--- src/rtl/core/c2c_pkg.sv ---
// ----------------------------------------------------------------------------
// c2c_pkg
// Shared constants, codes and controller/datapath interface types for the
// covariance-to-correlation block.
// ----------------------------------------------------------------------------
`default_nettype none

package c2c_pkg;

  localparam int MAX_DIM_DEF = 32;

  localparam int IDX_W  = 5;
  localparam int VAL_W  = 32;
  localparam int CORR_W = 16;

  localparam int ONE_Q14  = 16384;
  localparam int FRAC_W   = 14;
  localparam int QUO_W    = FRAC_W + 1;

  // Variances are positive 31-bit values, so their product is below 2**62.
  localparam int VAR_W    = VAL_W - 1;
  localparam int PROD_W   = 2 * VAR_W;
  localparam int ROOT_W   = VAR_W;
  localparam int REM_W    = VAL_W + 1;

  localparam int SQRT_STEPS = PROD_W / 2;
  localparam int DIV_STEPS  = QUO_W;
  localparam int CNT_W      = 5;

  localparam logic OP_WRITE = 1'b0;
  localparam logic OP_READ  = 1'b1;

  // Which stored entry the datapath addresses.
  localparam logic [1:0] SEL_COV = 2'd0;
  localparam logic [1:0] SEL_VLO = 2'd1;
  localparam logic [1:0] SEL_VHI = 2'd2;

  // Kind of result loaded into the output registers.
  localparam logic [1:0] RES_ERR  = 2'd0;
  localparam logic [1:0] RES_ONE  = 2'd1;
  localparam logic [1:0] RES_CALC = 2'd2;

  typedef struct packed {
    logic       write;
    logic       load;
    logic [1:0] rd_sel;
    logic       cap_cov;
    logic       cap_vlo;
    logic       cap_vhi;
    logic       mul;
    logic       sqrt_step;
    logic       div_init;
    logic       div_step;
    logic       fin;
    logic [1:0] fin_kind;
  } cmd_t;

  typedef struct packed {
    logic oor;
    logic diag;
    logic bad_var;
  } stat_t;

endpackage

`default_nettype wire

--- src/rtl/core/c2c_ctrl.sv ---
// ----------------------------------------------------------------------------
// c2c_ctrl
// Sequencer for the correlation read: classifies the request, fetches the
// three stored entries, then runs the square root and the divider unless the read ends early.
// ----------------------------------------------------------------------------
`default_nettype none

module c2c_ctrl (
  input  wire logic          clk,
  input  wire logic          rst_n,
  input  wire logic          start,
  input  wire logic          in_operation,
  input  wire c2c_pkg::stat_t stat,
  output      c2c_pkg::cmd_t cmd,
  output      logic          busy,
  output      logic          out_valid
);

  localparam logic [3:0] S_IDLE   = 4'd0;
  localparam logic [3:0] S_CLASS  = 4'd1;
  localparam logic [3:0] S_RD_COV = 4'd2;
  localparam logic [3:0] S_RD_VLO = 4'd3;
  localparam logic [3:0] S_RD_VHI = 4'd4;
  localparam logic [3:0] S_CAP    = 4'd5;
  localparam logic [3:0] S_MUL    = 4'd6;
  localparam logic [3:0] S_SQRT   = 4'd7;
  localparam logic [3:0] S_DIVI   = 4'd8;
  localparam logic [3:0] S_DIV    = 4'd9;
  localparam logic [3:0] S_FIN    = 4'd10;

  logic [3:0]                   state_r, state_nxt;
  logic [c2c_pkg::CNT_W-1:0]    cnt_r, cnt_nxt;
  logic                         out_valid_r, out_valid_nxt;
  logic                         accept;

  assign busy   = (state_r != S_IDLE);
  assign accept = start && !busy;

  always_comb begin
    state_nxt     = state_r;
    cnt_nxt       = cnt_r;
    out_valid_nxt = 1'b0;
    cmd           = '0;
    cmd.rd_sel    = c2c_pkg::SEL_COV;
    cmd.fin_kind  = c2c_pkg::RES_CALC;

    unique case (state_r)
      S_IDLE: begin
        cmd.write = accept && (in_operation == c2c_pkg::OP_WRITE);
        cmd.load  = accept && (in_operation == c2c_pkg::OP_READ);
        if (cmd.load) begin
          state_nxt = S_CLASS;
        end
      end
      S_CLASS: begin
        if (stat.oor) begin
          cmd.fin      = 1'b1;
          cmd.fin_kind = c2c_pkg::RES_ERR;
          state_nxt    = S_IDLE;
        end else if (stat.diag) begin
          cmd.fin      = 1'b1;
          cmd.fin_kind = c2c_pkg::RES_ONE;
          state_nxt    = S_IDLE;
        end else begin
          state_nxt = S_RD_COV;
        end
      end
      S_RD_COV: begin
        cmd.rd_sel = c2c_pkg::SEL_COV;
        state_nxt  = S_RD_VLO;
      end
      S_RD_VLO: begin
        cmd.rd_sel  = c2c_pkg::SEL_VLO;
        cmd.cap_cov = 1'b1;
        state_nxt   = S_RD_VHI;
      end
      S_RD_VHI: begin
        cmd.rd_sel  = c2c_pkg::SEL_VHI;
        cmd.cap_vlo = 1'b1;
        state_nxt   = S_CAP;
      end
      S_CAP: begin
        cmd.cap_vhi = 1'b1;
        state_nxt   = S_MUL;
      end
      S_MUL: begin
        if (stat.bad_var) begin
          cmd.fin      = 1'b1;
          cmd.fin_kind = c2c_pkg::RES_ERR;
          state_nxt    = S_IDLE;
        end else begin
          cmd.mul   = 1'b1;
          cnt_nxt   = c2c_pkg::CNT_W'(c2c_pkg::SQRT_STEPS - 1);
          state_nxt = S_SQRT;
        end
      end
      S_SQRT: begin
        cmd.sqrt_step = 1'b1;
        cnt_nxt       = cnt_r - 1'b1;
        if (cnt_r == '0) begin
          state_nxt = S_DIVI;
        end
      end
      S_DIVI: begin
        cmd.div_init = 1'b1;
        cnt_nxt      = c2c_pkg::CNT_W'(c2c_pkg::DIV_STEPS - 1);
        state_nxt    = S_DIV;
      end
      S_DIV: begin
        cmd.div_step = 1'b1;
        cnt_nxt      = cnt_r - 1'b1;
        if (cnt_r == '0) begin
          state_nxt = S_FIN;
        end
      end
      S_FIN: begin
        cmd.fin      = 1'b1;
        cmd.fin_kind = c2c_pkg::RES_CALC;
        state_nxt    = S_IDLE;
      end
      default: begin
        state_nxt = S_IDLE;
      end
    endcase

    out_valid_nxt = cmd.fin;
  end

  always_ff @(posedge clk) begin
    if (!rst_n) begin
      state_r     <= S_IDLE;
      cnt_r       <= '0;
      out_valid_r <= 1'b0;
    end else begin
      state_r     <= state_nxt;
      cnt_r       <= cnt_nxt;
      out_valid_r <= out_valid_nxt;
    end
  end

  assign out_valid = out_valid_r;

endmodule

`default_nettype wire

--- config.mk ---
export PLATFORM = sky130hd
export DESIGN_NAME = c2c_ctrl
export DESIGN_NICKNAME = d
export VERILOG_FILES = /design/src/rtl/core/c2c_pkg.sv /design/src/rtl/core/c2c_ctrl.sv
export SDC_FILE = /design/constraint.sdc
export NUM_CORES = 1
export LEC_CHECK = 0
export BUFFER_PORTS_ARGS = -buffer_cell sky130_fd_sc_hd__buf_2
export CAP_MARGIN = 20
export CORE_MARGIN = 2
export CORE_UTILIZATION = 54
export CTS_CLUSTER_DIAMETER = 150
export DETAILED_ROUTE_END_ITERATION = 10
export PLACE_DENSITY = 0.8
export SYNTH_ARGS = -nofsm -noshare
export SYNTH_HDL_FRONTEND = slang
export SYNTH_SLANG_ARGS = --single-unit
--- constraint.sdc ---
create_clock -name clk -period 2.35 [get_ports clk]
set_input_delay 0.235 -clock clk [delete_from_list [all_inputs] [get_ports clk]]
set_output_delay 0.235 -clock clk [all_outputs]
set_load 0.1 [all_outputs]
## After elaboration in Yosys (flattened, before gate mapping)

Index checks and enable logic that the tools add are counted.

| operators by class | value |
|---|---|
| $add $sub $neg | 1 |
| equal/unequal tests | 14 |
| multiplexer cells | 23 |
| bitwise gates (word level) | 1 |
| reduce and logical (&&, ||, !) cells | 11 |

Operators with widths:

| operator | number |
|---|---|
| one-hot mux 4 bit (10 select lines) | 1 |
| equality test 4 x 3 -> 1 bit (second input constant) | 4 |
| two-way mux 4 bit | 4 |
| one-hot mux 5 bit (3 select lines) | 1 |
| equality test 4 bit (second input constant) | 3 |
| two-way mux 3 bit | 4 |
| one-hot mux 3 bit (3 select lines) | 1 |
| equality test 4 x 2 -> 1 bit (second input constant) | 2 |
| two-way mux 1 bit | 8 |
| inequality test 2 bit (second input constant) | 4 |
| logical NOT 5 bit | 1 |
| two-way mux 5 bit | 1 |
| subtractor 5 x 1 -> 5 bit (second input constant) | 1 |
| equality test 4 x 1 -> 1 bit (second input constant) | 1 |
| logical NOT 4 bit | 1 |
| two-way mux 2 bit | 2 |
| one-hot mux 2 bit (2 select lines) | 1 |
| nonzero test 4 bit | 1 |
| logical AND 1 bit | 3 |
| AND reduction 3 bit | 1 |
| nonzero test 3 bit | 1 |
| AND reduction 2 bit | 1 |
| OR reduction 2 bit | 1 |
| logical NOT 1 bit | 1 |
| NOT 1 bit | 1 |

| word-level totals | value |
|---|---|
| register bits | 10 |
| input port bits | 7 |
| output and inout port bits | 16 |

## Depth between registers and ports, before layout

| logic depth | value |
|---|---|
| word-level depth | 6 |
| gate-level depth with buffers | 6 |
| depth with buffers taken out | 6 |

## Worst setup path after synthesis

No wires, ideal clock.

| timing | value |
|---|---|
| path kind | reg-to-output |
| start | register state_r[3] |
| end | output port cmd[0] in the netlist's numbering |
| arrival | 3.098 ns |
| slack | -0.983 ns |
| cell stages (with the launch flop) | 3 |
| buffers on the path | 0 |
| path through | dfxtp_1 -> or4b_4 -> nor3b_1 |

RTL lines:

| element | RTL line | source |
|---|---|---|
| from (decl) | c2c_ctrl.sv:31 | `logic [3:0] state_r, state_nxt;` |
| from (signal assigned) | c2c_ctrl.sv:135 | `state_r <= state_nxt;` |
| to (decl) | c2c_ctrl.sv:14 | `output c2c_pkg::cmd_t cmd,` |

==> results.json <==
{
  "die_w_um": 42.27,
  "seq_area_um2": 200.2,
  "drt-vias-per-instance": 5.789,
  "wl_per_cell_um": 13.19,
  "powerDensity_nw_per_um2": 1142,
  "place_ws_ns": 0.4517,
  "power_switching_mw": 0.6311,
  "area_growth_pct": 21.04,
  "io_pins": 23,
  "path_class": "reg2out",
  "cts_buffer_depth": 2,
  "hold_viol": 0,
  "finalWirelength_mm": 1.754,
  "cp.arrival_ns": 1.96,
  "end_kind": "primary output",
  "synth_nets": 106,
  "drt-initial-drc-count": 34,
  "fmax_ghz": 0.4547,
  "cts.sinks": 10,
  "switching_share": 0.5773,
  "synthTopCellsByArea": "dfxtp_1 25%, nor2_1 5.7%, a21oi_1 3.8%, inv_1 3.8%, nand2_1 3.8%",
  "postLayoutCellArea_um2": 957.2,
  "fp.dieH_um": 42.27,
  "critPathMaxFanout": 14,
  "relSlewSlack": 0.6272,
  "combPwrFrac": 0.628,
  "h-tree-depth": 1,
  "drv_slew": 0,
  "synth_edf_count": 0,
  "worstSetupStartpointType": "flip-flop",
  "yosysWarningCount": 0,
  "gr-total-overflow": 0,
  "setup_violations": 0,
  "die_area_um2": 1786,
  "reg2reg_from": "state_r[2]",
  "cts-buffers-inserted": 3,
  "vias": 770,
  "fin_nets": 128,
  "post_cts_resize_count": 0,
  "hp-start": "rst_n",
  "cap_viol_max_count": 0,
  "ir_worst_vdd_v": 0.0008618,
  "drc": 0,
  "total_power_mw": 1.093,
  "dp_cells": 129,
  "antennaDiodeCount": 0,
  "synth-adder-area-share": 0.03165,
  "rows": 13,
  "ys_ff_latch": 10,
  "dpl-instance-area_um2": 920.9,
  "synth_top_cell_by_area": "dfxtp_1",
  "synth_compound_area_frac": 0.2421,
  "grt_pass1_wl_mm": 2.884,
  "cts_tree": "built",
  "synthDistinctLibCells": 43,
  "synthCells": 97,
  "dp_hpwl_mm": 1.325,
  "tightestPinTransition_ns": 0.5585,
  "ant_nets": 0,
  "syn_area_um2": 790.8,
  "synth_ff_type": "dfxtp_1",
  "cts_root_buf": "clkbuf_4",
  "layout.cells.non_filler": 133,
  "grt_max_degree": 17,
  "grt_pass1_vias": 659,
  "synth-simple-area-share": 0.3766,
  "yosysSeqAreaShare": 0.2532,
  "synth.area.mux_share": 0,
  "clkPwrFrac": 0.147,
  "clk_latency_ns": 0.27,
  "clkTransAtPathRegs_ns": 0.07,
  "postLayoutCoreUtil": 0.7176,
  "core_um2": 1334,
  "fin_tns_setup_ns": 0,
  "setup_ws_ns": 0.1506,
  "p_leak_nw": 0.4328,
  "holdWs_ns": 0.2914,
  "p_int_mw": 0.4620,
  "antenna_found_initial": 0,
  "multi_input_area_um2": 539.3,
  "layout_common_cells": "21 x buf_2, 10 x dfxtp_1, 9 x nor2_1",
  "port_buffers": 22,
  "grt_setup_unrepaired": "no",
  "required_ns": 2.12,
  "synth_area_per_cell_um2": 8.152,
  "gr-usage-all-layers": 0.2034,
  "fillers": 102,
  "yosys.area.top_type_share": 0.2532,
  "fin_skew_ns": 0.0006477,
  "drtPass1Iterations": 4,
  "min_path_type": "in2reg",
  "min_period_over_period": 0.9359,
  "drive_gt1_frac": 0.3729,
  "synth_top_family_by_area": "simple AND/OR/NAND/NOR gates",
  "status": "complete, no violations",
  "min_period_ns": 2.199,
  "p_seq_frac": 0.226,
  "final_common_cell": "buf_2",
  "place_congestion": 0.8356,
  "start_util": 0.5929,
  "synth_xor_area_frac": 0.01108,
  "synthArstFlopShare": 0,
  "holdBufCountCts": 0,
  "postCtsSetupRepairBufs": 0,
  "crit_path_start": "state_r[3]"
}
[routing by layer]
layer,share of wire,track usage
met1,0.45,0.2734
met2,0.49,0.3292
met3,0.055,0.02586
met4,0.0057,0.07500
met5,0,0
[final timing paths]
kind / to / slack, ns / depth (start not counted)
worst max register to register: state_r[1] / 0.54 / 4
worst min-delay path: cnt_r[0] / 0.29 / 2
worst max-delay path: cmd[2] / 0.15 / 3
worst min register to register: cnt_r[4] / 0.47 / 2
[layout make-up]
cell class,count,area share
multi-input cells,73,0.5634
flip-flops and latches,10,0.2092
repair buffers,23,0.1386
clock buffers,4,0.03791
inverters,8,0.03137
well taps,15,0.01961
[cell families after synthesis]
logic type      Yosys count
fa+ha+maj                 2
simple gates             45
buf+inv                  14
flops                    10
xor+xnor                  1
compound gates           25
[state kept, by name, summed over array words and instances (netlist names)]
register	flops
cnt_r	5
out_valid	1
state_r	4
[power groups by stage]
stage	combinational, mW	sequential (mW)	clock [mW]
floorplan	0.570	0.242	0
global placement	0.676	0.245	0
detailed placement	0.685	0.249	0
CTS	0.687	0.245	0.165
global route	0.715	0.252	0.169
finish	0.686	0.247	0.160
[cells in the mapped netlist (2+ instances only)]
library cell and number:
o21ai_1 4, buf_2 3, nor2_1 12, a21oi_1 6
inv_1 8, dfxtp_1 10, or2_2 2, ha_1 2
nor3b_1 4, nand2b_1 4, nand2_1 8, o21ai_0 3
[worst max-delay path, cell delays in order (launching register included)]
cell     delay (ns)
dfxtp_1        0.46
or4b_4         0.63
a21oi_2        0.16
buf_2          0.44
No activity file was read; power rests on OpenSTA's default activity.
