File: src/rtl/core/c2c_pkg.sv
// ----------------------------------------------------------------------------
// c2c_pkg
// Shared constants, codes and controller/datapath interface types for the
// covariance-to-correlation block.
// ----------------------------------------------------------------------------
`default_nettype none

package c2c_pkg;

  localparam int MAX_DIM_DEF = 32;

  localparam int IDX_W  = 5;
  localparam int VAL_W  = 32;
  localparam int CORR_W = 16;

  localparam int ONE_Q14  = 16384;
  localparam int FRAC_W   = 14;
  localparam int QUO_W    = FRAC_W + 1;

  // Variances are positive 31-bit values, so their product is below 2**62.
  localparam int VAR_W    = VAL_W - 1;
  localparam int PROD_W   = 2 * VAR_W;
  localparam int ROOT_W   = VAR_W;
  localparam int REM_W    = VAL_W + 1;

  localparam int SQRT_STEPS = PROD_W / 2;
  localparam int DIV_STEPS  = QUO_W;
  localparam int CNT_W      = 5;

  localparam logic OP_WRITE = 1'b0;
  localparam logic OP_READ  = 1'b1;

  // Which stored entry the datapath addresses.
  localparam logic [1:0] SEL_COV = 2'd0;
  localparam logic [1:0] SEL_VLO = 2'd1;
  localparam logic [1:0] SEL_VHI = 2'd2;

  // Kind of result loaded into the output registers.
  localparam logic [1:0] RES_ERR  = 2'd0;
  localparam logic [1:0] RES_ONE  = 2'd1;
  localparam logic [1:0] RES_CALC = 2'd2;

  typedef struct packed {
    logic       write;
    logic       load;
    logic [1:0] rd_sel;
    logic       cap_cov;
    logic       cap_vlo;
    logic       cap_vhi;
    logic       mul;
    logic       sqrt_step;
    logic       div_init;
    logic       div_step;
    logic       fin;
    logic [1:0] fin_kind;
  } cmd_t;

  typedef struct packed {
    logic oor;
    logic diag;
    logic bad_var;
  } stat_t;

endpackage

`default_nettype wire

File: src/rtl/core/c2c_dp.sv
// ----------------------------------------------------------------------------
// c2c_dp
// Datapath: index handling, store addressing, variance product, bit-pair
// integer square root, bit-serial divider and result formatting.
// ----------------------------------------------------------------------------
`default_nettype none

module c2c_dp #(
  parameter int MAX_DIM = c2c_pkg::MAX_DIM_DEF
) (
  input  wire logic                                    clk,
  input  wire c2c_pkg::cmd_t                           cmd,
  output      c2c_pkg::stat_t                          stat,
  input  wire logic [c2c_pkg::IDX_W-1:0]               in_row,
  input  wire logic [c2c_pkg::IDX_W-1:0]               in_col,
  input  wire logic signed [c2c_pkg::VAL_W-1:0]        in_value,
  output      logic                                    ram_we,
  output      logic [$clog2(MAX_DIM*MAX_DIM)-1:0]      ram_waddr,
  output      logic [c2c_pkg::VAL_W-1:0]               ram_wdata,
  output      logic [$clog2(MAX_DIM*MAX_DIM)-1:0]      ram_raddr,
  input  wire logic [c2c_pkg::VAL_W-1:0]               ram_rdata,
  output      logic signed [c2c_pkg::CORR_W-1:0]       out_correlation,
  output      logic                                    out_status
);

  localparam int AW     = $clog2(MAX_DIM * MAX_DIM);
  localparam int IDX_W  = c2c_pkg::IDX_W;
  localparam int VAL_W  = c2c_pkg::VAL_W;
  localparam int PROD_W = c2c_pkg::PROD_W;
  localparam int ROOT_W = c2c_pkg::ROOT_W;
  localparam int REM_W  = c2c_pkg::REM_W;
  localparam int QUO_W  = c2c_pkg::QUO_W;
  localparam int CORR_W = c2c_pkg::CORR_W;

  localparam logic [PROD_W-1:0] SQRT_BIT0 = PROD_W'(1) << (PROD_W - 2);
  localparam logic [QUO_W-1:0]  ONE_Q     = QUO_W'(c2c_pkg::ONE_Q14);

  logic [IDX_W-1:0]        lo_r, lo_nxt, hi_r, hi_nxt;
  logic                    oor_r, oor_nxt, diag_r, diag_nxt;
  logic signed [VAL_W-1:0] cov_r, cov_nxt, vlo_r, vlo_nxt, vhi_r, vhi_nxt;
  logic [PROD_W-1:0]       x_r, x_nxt, res_r, res_nxt, bit_r, bit_nxt;
  logic [REM_W-1:0]        rem_r, rem_nxt;
  logic [QUO_W-1:0]        q_r, q_nxt;
  logic                    sat_r, sat_nxt;
  logic signed [CORR_W-1:0] corr_r, corr_nxt;
  logic                    status_r, status_nxt;

  logic                    row_ok, col_ok;
  logic [PROD_W:0]         sq_sum;
  logic                    sq_ge;
  logic [ROOT_W-1:0]       root;
  logic                    neg;
  logic [VAL_W-1:0]        mag;
  logic                    div_ge;
  logic [REM_W-1:0]        div_diff;
  logic [QUO_W-1:0]        q_mag;
  logic [CORR_W-1:0]       q_ext;

  assign row_ok = (32'(in_row) < MAX_DIM);
  assign col_ok = (32'(in_col) < MAX_DIM);

  assign ram_we    = cmd.write && row_ok && col_ok;
  assign ram_waddr = AW'(32'(in_row) * MAX_DIM + 32'(in_col));
  assign ram_wdata = in_value;

  always_comb begin
    case (cmd.rd_sel)
      c2c_pkg::SEL_VLO: ram_raddr = AW'(32'(lo_r) * MAX_DIM + 32'(lo_r));
      c2c_pkg::SEL_VHI: ram_raddr = AW'(32'(hi_r) * MAX_DIM + 32'(hi_r));
      default:          ram_raddr = AW'(32'(lo_r) * MAX_DIM + 32'(hi_r));
    endcase
  end

  assign stat.oor     = oor_r;
  assign stat.diag    = diag_r;
  assign stat.bad_var = (vlo_r <= 0) || (vhi_r <= 0);

  // One pair of product bits per step; res converges to the floor root.
  assign sq_sum = {1'b0, res_r} + {1'b0, bit_r};
  assign sq_ge  = ({1'b0, x_r} >= sq_sum);
  assign root   = res_r[ROOT_W-1:0];

  assign neg      = cov_r[VAL_W-1];
  assign mag      = neg ? (VAL_W'(0) - VAL_W'(cov_r)) : VAL_W'(cov_r);
  assign div_ge   = (rem_r >= REM_W'(root));
  assign div_diff = rem_r - REM_W'(root);

  assign q_mag = (sat_r || (q_r > ONE_Q)) ? ONE_Q : q_r;
  assign q_ext = CORR_W'(q_mag);

  always_comb begin
    lo_nxt     = lo_r;
    hi_nxt     = hi_r;
    oor_nxt    = oor_r;
    diag_nxt   = diag_r;
    cov_nxt    = cov_r;
    vlo_nxt    = vlo_r;
    vhi_nxt    = vhi_r;
    x_nxt      = x_r;
    res_nxt    = res_r;
    bit_nxt    = bit_r;
    rem_nxt    = rem_r;
    q_nxt      = q_r;
    sat_nxt    = sat_r;
    corr_nxt   = corr_r;
    status_nxt = status_r;

    if (cmd.load) begin
      lo_nxt   = (in_row < in_col) ? in_row : in_col;
      hi_nxt   = (in_row < in_col) ? in_col : in_row;
      oor_nxt  = !(row_ok && col_ok);
      diag_nxt = (in_row == in_col);
    end
    if (cmd.cap_cov) begin
      cov_nxt = ram_rdata;
    end
    if (cmd.cap_vlo) begin
      vlo_nxt = ram_rdata;
    end
    if (cmd.cap_vhi) begin
      vhi_nxt = ram_rdata;
    end
    if (cmd.mul) begin
      x_nxt   = vlo_r[VAL_W-2:0] * vhi_r[VAL_W-2:0];
      res_nxt = '0;
      bit_nxt = SQRT_BIT0;
    end
    if (cmd.sqrt_step) begin
      if (sq_ge) begin
        x_nxt   = x_r - sq_sum[PROD_W-1:0];
        res_nxt = (res_r >> 1) + bit_r;
      end else begin
        res_nxt = res_r >> 1;
      end
      bit_nxt = bit_r >> 2;
    end
    if (cmd.div_init) begin
      // A magnitude of twice the root or more always saturates.
      sat_nxt = ({1'b0, mag} >= {1'b0, root, 1'b0});
      rem_nxt = {1'b0, mag};
      q_nxt   = '0;
    end
    if (cmd.div_step) begin
      q_nxt   = {q_r[QUO_W-2:0], div_ge};
      rem_nxt = (div_ge ? div_diff : rem_r) << 1;
    end
    if (cmd.fin) begin
      case (cmd.fin_kind)
        c2c_pkg::RES_ONE: begin
          corr_nxt   = CORR_W'(c2c_pkg::ONE_Q14);
          status_nxt = 1'b0;
        end
        c2c_pkg::RES_CALC: begin
          corr_nxt   = neg ? (CORR_W'(0) - q_ext) : q_ext;
          status_nxt = 1'b0;
        end
        default: begin
          corr_nxt   = '0;
          status_nxt = 1'b1;
        end
      endcase
    end
  end

  always_ff @(posedge clk) begin
    lo_r     <= lo_nxt;
    hi_r     <= hi_nxt;
    oor_r    <= oor_nxt;
    diag_r   <= diag_nxt;
    cov_r    <= cov_nxt;
    vlo_r    <= vlo_nxt;
    vhi_r    <= vhi_nxt;
    x_r      <= x_nxt;
    res_r    <= res_nxt;
    bit_r    <= bit_nxt;
    rem_r    <= rem_nxt;
    q_r      <= q_nxt;
    sat_r    <= sat_nxt;
    corr_r   <= corr_nxt;
    status_r <= status_nxt;
  end

  assign out_correlation = corr_r;
  assign out_status      = status_r;

endmodule

`default_nettype wire

File: config.mk
export PLATFORM = sky130hd
export DESIGN_NAME = c2c_dp
export DESIGN_NICKNAME = d
export VERILOG_FILES = /design/src/rtl/core/c2c_pkg.sv /design/src/rtl/core/c2c_dp.sv
export SDC_FILE = /design/constraint.sdc
export NUM_CORES = 2
export LEC_CHECK = 0
export ABC_AREA = 1
export BUFFER_PORTS_ARGS = -buffer_cell sky130_fd_sc_hd__buf_2
export CORE_MARGIN = 5
export CORE_UTILIZATION = 60
export CTS_BUF_LIST = sky130_fd_sc_hd__clkbuf_2
export DETAILED_ROUTE_END_ITERATION = 16
export HOLD_SLACK_MARGIN = 0.15
export PLACE_DENSITY = 0.77
export RECOVER_POWER = 100
export SYNTH_ARGS = -nofsm -noshare
export SYNTH_HDL_FRONTEND = slang
export SYNTH_SLANG_ARGS = --single-unit
File: constraint.sdc
create_clock -name clk -period 8.6 [get_ports clk]
set_input_delay 0.86 -clock clk [delete_from_list [all_inputs] [get_ports clk]]
set_output_delay 0.86 -clock clk [all_outputs]
set_load 0.005 [all_outputs]
Word-level counts from Yosys, hierarchy flattened
Index checks and enable logic that the tools add are counted.
{"block": "totals", "register_bits": 328, "input_bits": 89, "output_inout_bits": 73, "word_cells": 65}
{"block": "classes", "n_addsub": 10, "n_mul": 1, "magnitude_cmp": 7, "eq_ne": 5, "mux": 21, "n_reduce_logical": 5}
{"cell": "2-to-1 mux 62 bit", "n": 6}
{"cell": "2-to-1 mux 59 bit", "n": 2}
{"cell": "2-to-1 mux 33 bit", "n": 2}
{"cell": "less-or-equal comparator 32 x 1 -> 1 bit (second input constant)", "n": 2}
{"cell": "2-to-1 mux 32 bit", "n": 2}
{"cell": "adder 62 x 61 -> 63 bit", "n": 1}
{"cell": ">= comparator 62 x 63 -> 1 bit", "n": 1}
{"cell": "adder 61 x 61 -> 62 bit", "n": 1}
{"cell": "multiplier 31 x 31 -> 62 bit", "n": 1}
{"cell": "subtractor 62 bit", "n": 1}
{"cell": "2-to-1 mux 15 bit", "n": 3}
{"cell": "adder 10 x 5 -> 10 bit", "n": 4}
{"cell": ">= comparator 33 x 31 -> 1 bit", "n": 1}
{"cell": ">= comparator 32 bit", "n": 1}
{"cell": "case mux 16 bit (2 select lines)", "n": 1}
{"cell": "subtractor 1 x 32 -> 32 bit (first input constant)", "n": 1}
{"cell": "subtractor 32 x 31 -> 32 bit", "n": 1}
{"cell": "case mux 10 bit (2 select lines)", "n": 1}
{"cell": "2-to-1 mux 16 bit", "n": 1}
{"cell": "subtractor 1 x 15 -> 16 bit (first input constant)", "n": 1}
{"cell": "greater-than comparator 15 bit (second input constant)", "n": 1}
{"cell": "2-to-1 mux 5 bit", "n": 2}
{"cell": "== test 5 bit", "n": 1}
{"cell": "less-than comparator 5 bit", "n": 1}
{"cell": "other kinds (6)", "n": 10}

Depth between registers and ports, before layout
{"block": "logic_depth", "ltp_word": 6, "depth_mapped": 35, "mapped_depth_nobuf": 33}

Worst setup path before layout
Ideal clock, no wire load.
{"block": "synth_path", "kind": "register to register", "from": "register vhi_r[4]", "to": "register x_r[23]", "setup_time_ps": 126, "arrival_time_ps": 6271, "t_required_ps": 8474, "slack_ps": 2203, "stages_incl_launch_ff": 28, "n_path_buf": 1, "period_less_slack_ps": 6397, "cell_sequence": "edfxtp_1 clkbuf_1 nand2_1 inv_1 fa_1 fa_1 fa_1 inv_1 fa_1 inv_1 fa_1 inv_1 fa_1 inv_1 fa_1 fa_1 ha_1 nand2_1 inv_1 a21oi_1 nor2_1 nor2_1 nand3_1 or2_2 nand3_1 nand2_1 nand2_1 o21ai_1"}
{"block": "synth_between", "elab_chain_len": 4}
{"element": "start, declared", "line": "c2c_dp.sv:40", "rtl": "logic signed [VAL_W-1:0] cov_r, cov_nxt, vlo_r, vlo_nxt, vhi_r, vhi_nxt;"}
{"element": "start signal, assigned", "line": "c2c_dp.sv:172", "rtl": "vhi_r <= vhi_nxt;"}
{"element": "multiplier 31 x 31 -> 62 bit *", "line": "c2c_dp.sv:124", "rtl": "x_nxt = vlo_r[VAL_W-2:0] * vhi_r[VAL_W-2:0];"}
{"element": "2-to-1 mux 62 bit *", "line": "c2c_dp.sv:123", "rtl": "if (cmd.mul) begin"}
{"element": "2-to-1 mux 62 bit", "line": "c2c_dp.sv:129", "rtl": "if (sq_ge) begin"}
{"element": "2-to-1 mux 62 bit *", "line": "c2c_dp.sv:128", "rtl": "if (cmd.sqrt_step) begin"}
{"element": "via x_nxt[23]", "line": "c2c_dp.sv:41", "rtl": "logic [PROD_W-1:0] x_r, x_nxt, res_r, res_nxt, bit_r, bit_nxt;"}
{"element": "end signal, assigned", "line": "c2c_dp.sv:173", "rtl": "x_r <= x_nxt;"}
{"element": "end, declared", "line": "c2c_dp.sv:41"}
Mark *: on every way through the listed nets, which the timed path passes. The rest lies on a longest branch.
A chain may end at the register's enable or synchronous reset.

Final worst setup path
{"block": "layout_path", "from": "register vhi_r[7]", "to": "register x_r[21]"}
The elaborated chain is that of the path after synthesis.

==> results.ini <==
[synth]
synthCells=8691
synthTopCellsByCount=nand2_1 (2552), inv_1 (1985), fa_1 (839)
synth_top_cell_area_share_pct=27.1
synth_nets=10100
synth_seq_area_share_pct=14.9
ys.flop_type=edfxtp_1
synth_cell_type_count=51
synth_enable_flop_cells=264
synthTopCellsByArea=fa_1 (27%), nand2_1 (15%), edfxtp_1 (13%)
synth.most_common_cell=nand2_1
avgSynthCellArea_sq_um=7.12
synth_area_sq_um=61900
synth_warnings=0
postSynthRegisterBits=328
synthArstFlopShare_pct=0
synth_area_leader_cell=fa_1

[worst_setup_path]
crit_fanout=24
cp-end-kind=flop
crit_start=vhi_r[7]
rrSetupSlack_ns=0.29
critical_path.endpoint=x_r[21]
r2r-start=vhi_r[7]
r2r_end=x_r[21]
cp_data_required_time_ns=9.54
path_class=flop to flop
arrival_ns=9.25
cp-start-kind=flop
reg2reg_depth=24

[floorplanning]
initial_core_util_pct=60.6
rows=117
die_x_microns=331
ioPinCount=162
core-area_sq_um=102000
die_y_microns=331
dieArea_sq_um=110000

[sta]
relSlewSlack_pct=-140
skew_ns=0.164
fmax_mhz=120
period_needed_ns=8.31
finalMaxSlewViolations=491
finalHoldViolations=0
rsz0062_at_grt=no
worst_pin_slew_ns=3.60
setup_tns_ns=0
setup_viol=0
timing.final.crit_share_pct=96.6

[detailed_routing]
wl_microns=216000
post_drt_wl_per_cell_microns=21.2
drtIter0Drc=5964
drc=0
dr.pass1.iters=6
vias=57600
ant_nets=0
vias_per_cell=5.65

[outcome]
status=complete, but fails checks
violations=max-capacitance violations, max-slew violations

[grt]
grt_max_degree=87
grt_pass1_vias=57600
grt_antenna_before_repair=9
track_usage_pct=39.3
grt_pass1_wl_microns=330000
grt_overflow_total=0

[layout]
drive_gt1_share_pct=3.58
syn_to_final_growth_pct=5.20
nets=10100
fillCellCount=9358
stdcell_area_sq_um=65100

[placed_design]
placedInstanceArea_sq_um=63700
place_congestion=1.07
hpwlAfterDp_microns=181000
io_buffers=94

[worst_hold_path]
hold_path.class=primary input to flop
hold_start=cmd[4]

[clocking]
clk_latency_ns=1.28
clk_pin_slew_worst_paths_ns=0.11
cts_buffers=90
cts_resized=0
cts_tree=yes
cts.sinks=328
h-tree-depth=3
clockBufferDepth=3
cts_root_buf=clkbuf_2

[run]
cap_violations=10

-- registers in the layout (all words and copies together) (netlist names) --
register and cells:
res_r 62, x_r 62, rem_r 33, cov_r 32
vhi_r 32, vlo_r 32, bit_r 31, out_correlation 16
q_r 15, hi_r 5, lo_r 5, diag_r 1
out_status 1, sat_r 1
-- kinds of logic (layout without fill, tap and decap cells) --
| group | after synthesis | after routing | synth area share [%] |
|---|---|---|---|
| and+or+nand+nor | 3716 | 3716 | 24.0 |
| buffers and inverters | 2303 | 2444 | 14.4 |
| adders and majority gates | 1293 | 1293 | 36.3 |
| AOI/OAI and AO/OA | 836 | 836 | 7.32 |
| DFF | 328 | 328 | 14.9 |
| xor gates and xnor gates | 214 | 214 | 3.03 |
| other | 1 | 4 | 0.00606 |
-- worst max-delay path, cell delays in order, from the launching register on --
cell	delay, ns
edfxtp_1	0.97
clkbuf_1	0.50
nand2_1	0.16
fa_1	0.56
inv_1	0.06
fa_1	0.44
fa_1	0.51
inv_1	0.06
fa_1	0.49
inv_1	0.07
fa_1	0.45
ha_1	0.30
fa_1	0.54
fa_1	0.45
ha_1	0.38
nand2_1	0.16
inv_1	0.05
a21oi_1	0.34
o21bai_1	0.19
inv_1	0.08
nand2_1	0.23
o21ai_0	0.72
nand2_1	0.12
nand2_1	0.10
o21ai_0	0.11
-- per-layer routing --
layer / GRT usage, % / part of all wire [%] / vias up
met2: 64.1 / 46 / 3030
met5: 0 / 0.0088 / -
met3: 7.53 / 10 / 651
met1: 51.3 / 38 / 27600
li1: - / - / 26400
met4: 17.8 / 5.6 / 4
-- cell type report --
| type | count | area (sq um) | share of cell area (%) |
|---|---|---|---|
| Clock inverter | 53 | 402 | 0.617 |
| Clock buffer | 112 | 561 | 0.861 |
| Sequential cell | 328 | 9210 | 14.1 |
| Antenna cell | 3 | 7.51 | 0.0115 |
| Multi-Input combinational cell | 6060 | 43700 | 67.2 |
| Tap cell | 1368 | 1710 | 2.63 |
| Inverter | 1989 | 7470 | 11.5 |
| Timing Repair Buffer | 290 | 2010 | 3.08 |
-- worst min-delay path by stage --
stage / end / slack (ns) / cells after the start
floorplan: rem_r[0] / 0.47 / 2
global placement: rem_r[0] / 0.49 / 2
detailed placement: rem_r[0] / 0.52 / 2
CTS: vlo_r[29] / 0.26 / 1
global route: sat_r / 0.31 / 2
finish: sat_r / 0.38 / 2
-- what timing repair did --
| action | in CTS | in global routing |
|---|---|---|
| setup endpoints to repair | 0 | 1 |
| hold endpoints to repair | 159 | 0 |
| hold buffers | 55 | 0 |
| setup buffers | 0 | 1 |
-- placed cells by master, fill, tap and decap left out, types with 86 or more instances in the layout --
cell type | synthesis | final
nor2_1 | 615 | 614
xor2_1 | 115 | 115
o21ai_0 | 301 | 331
edfxtp_1 | 264 | 264
fa_1 | 839 | 839
clkbuf_1 | 224 | 86
buf_4 | 52 | 122
nand3_1 | 338 | 341
ha_1 | 454 | 454
inv_1 | 1985 | 1984
clkbuf_2 | 0 | 116
xnor2_1 | 99 | 99
a21oi_1 | 356 | 356
nand2_1 | 2552 | 2552
-- metrics by stage --
step | std cells | util (%) | hold slack [ns] | setup slack, ns
4_1_cts | 10200 | 63.9 | 0.256 | 0.461
5_1_grt | 10200 | 63.7 | 0.309 | 0.0633
3_3_place_gp | 9979 | 62.4 | 0.487 | 0.542
2_1_floorplan | 8691 | - | 0.466 | 2.20
6_report | 10200 | 63.7 | 0.377 | 0.293
3_5_place_dp | 9979 | 62.4 | 0.515 | 0.625
Power is not shown: default switching activity piles up to over one toggle a cycle in this logic, so the estimate is an artifact.
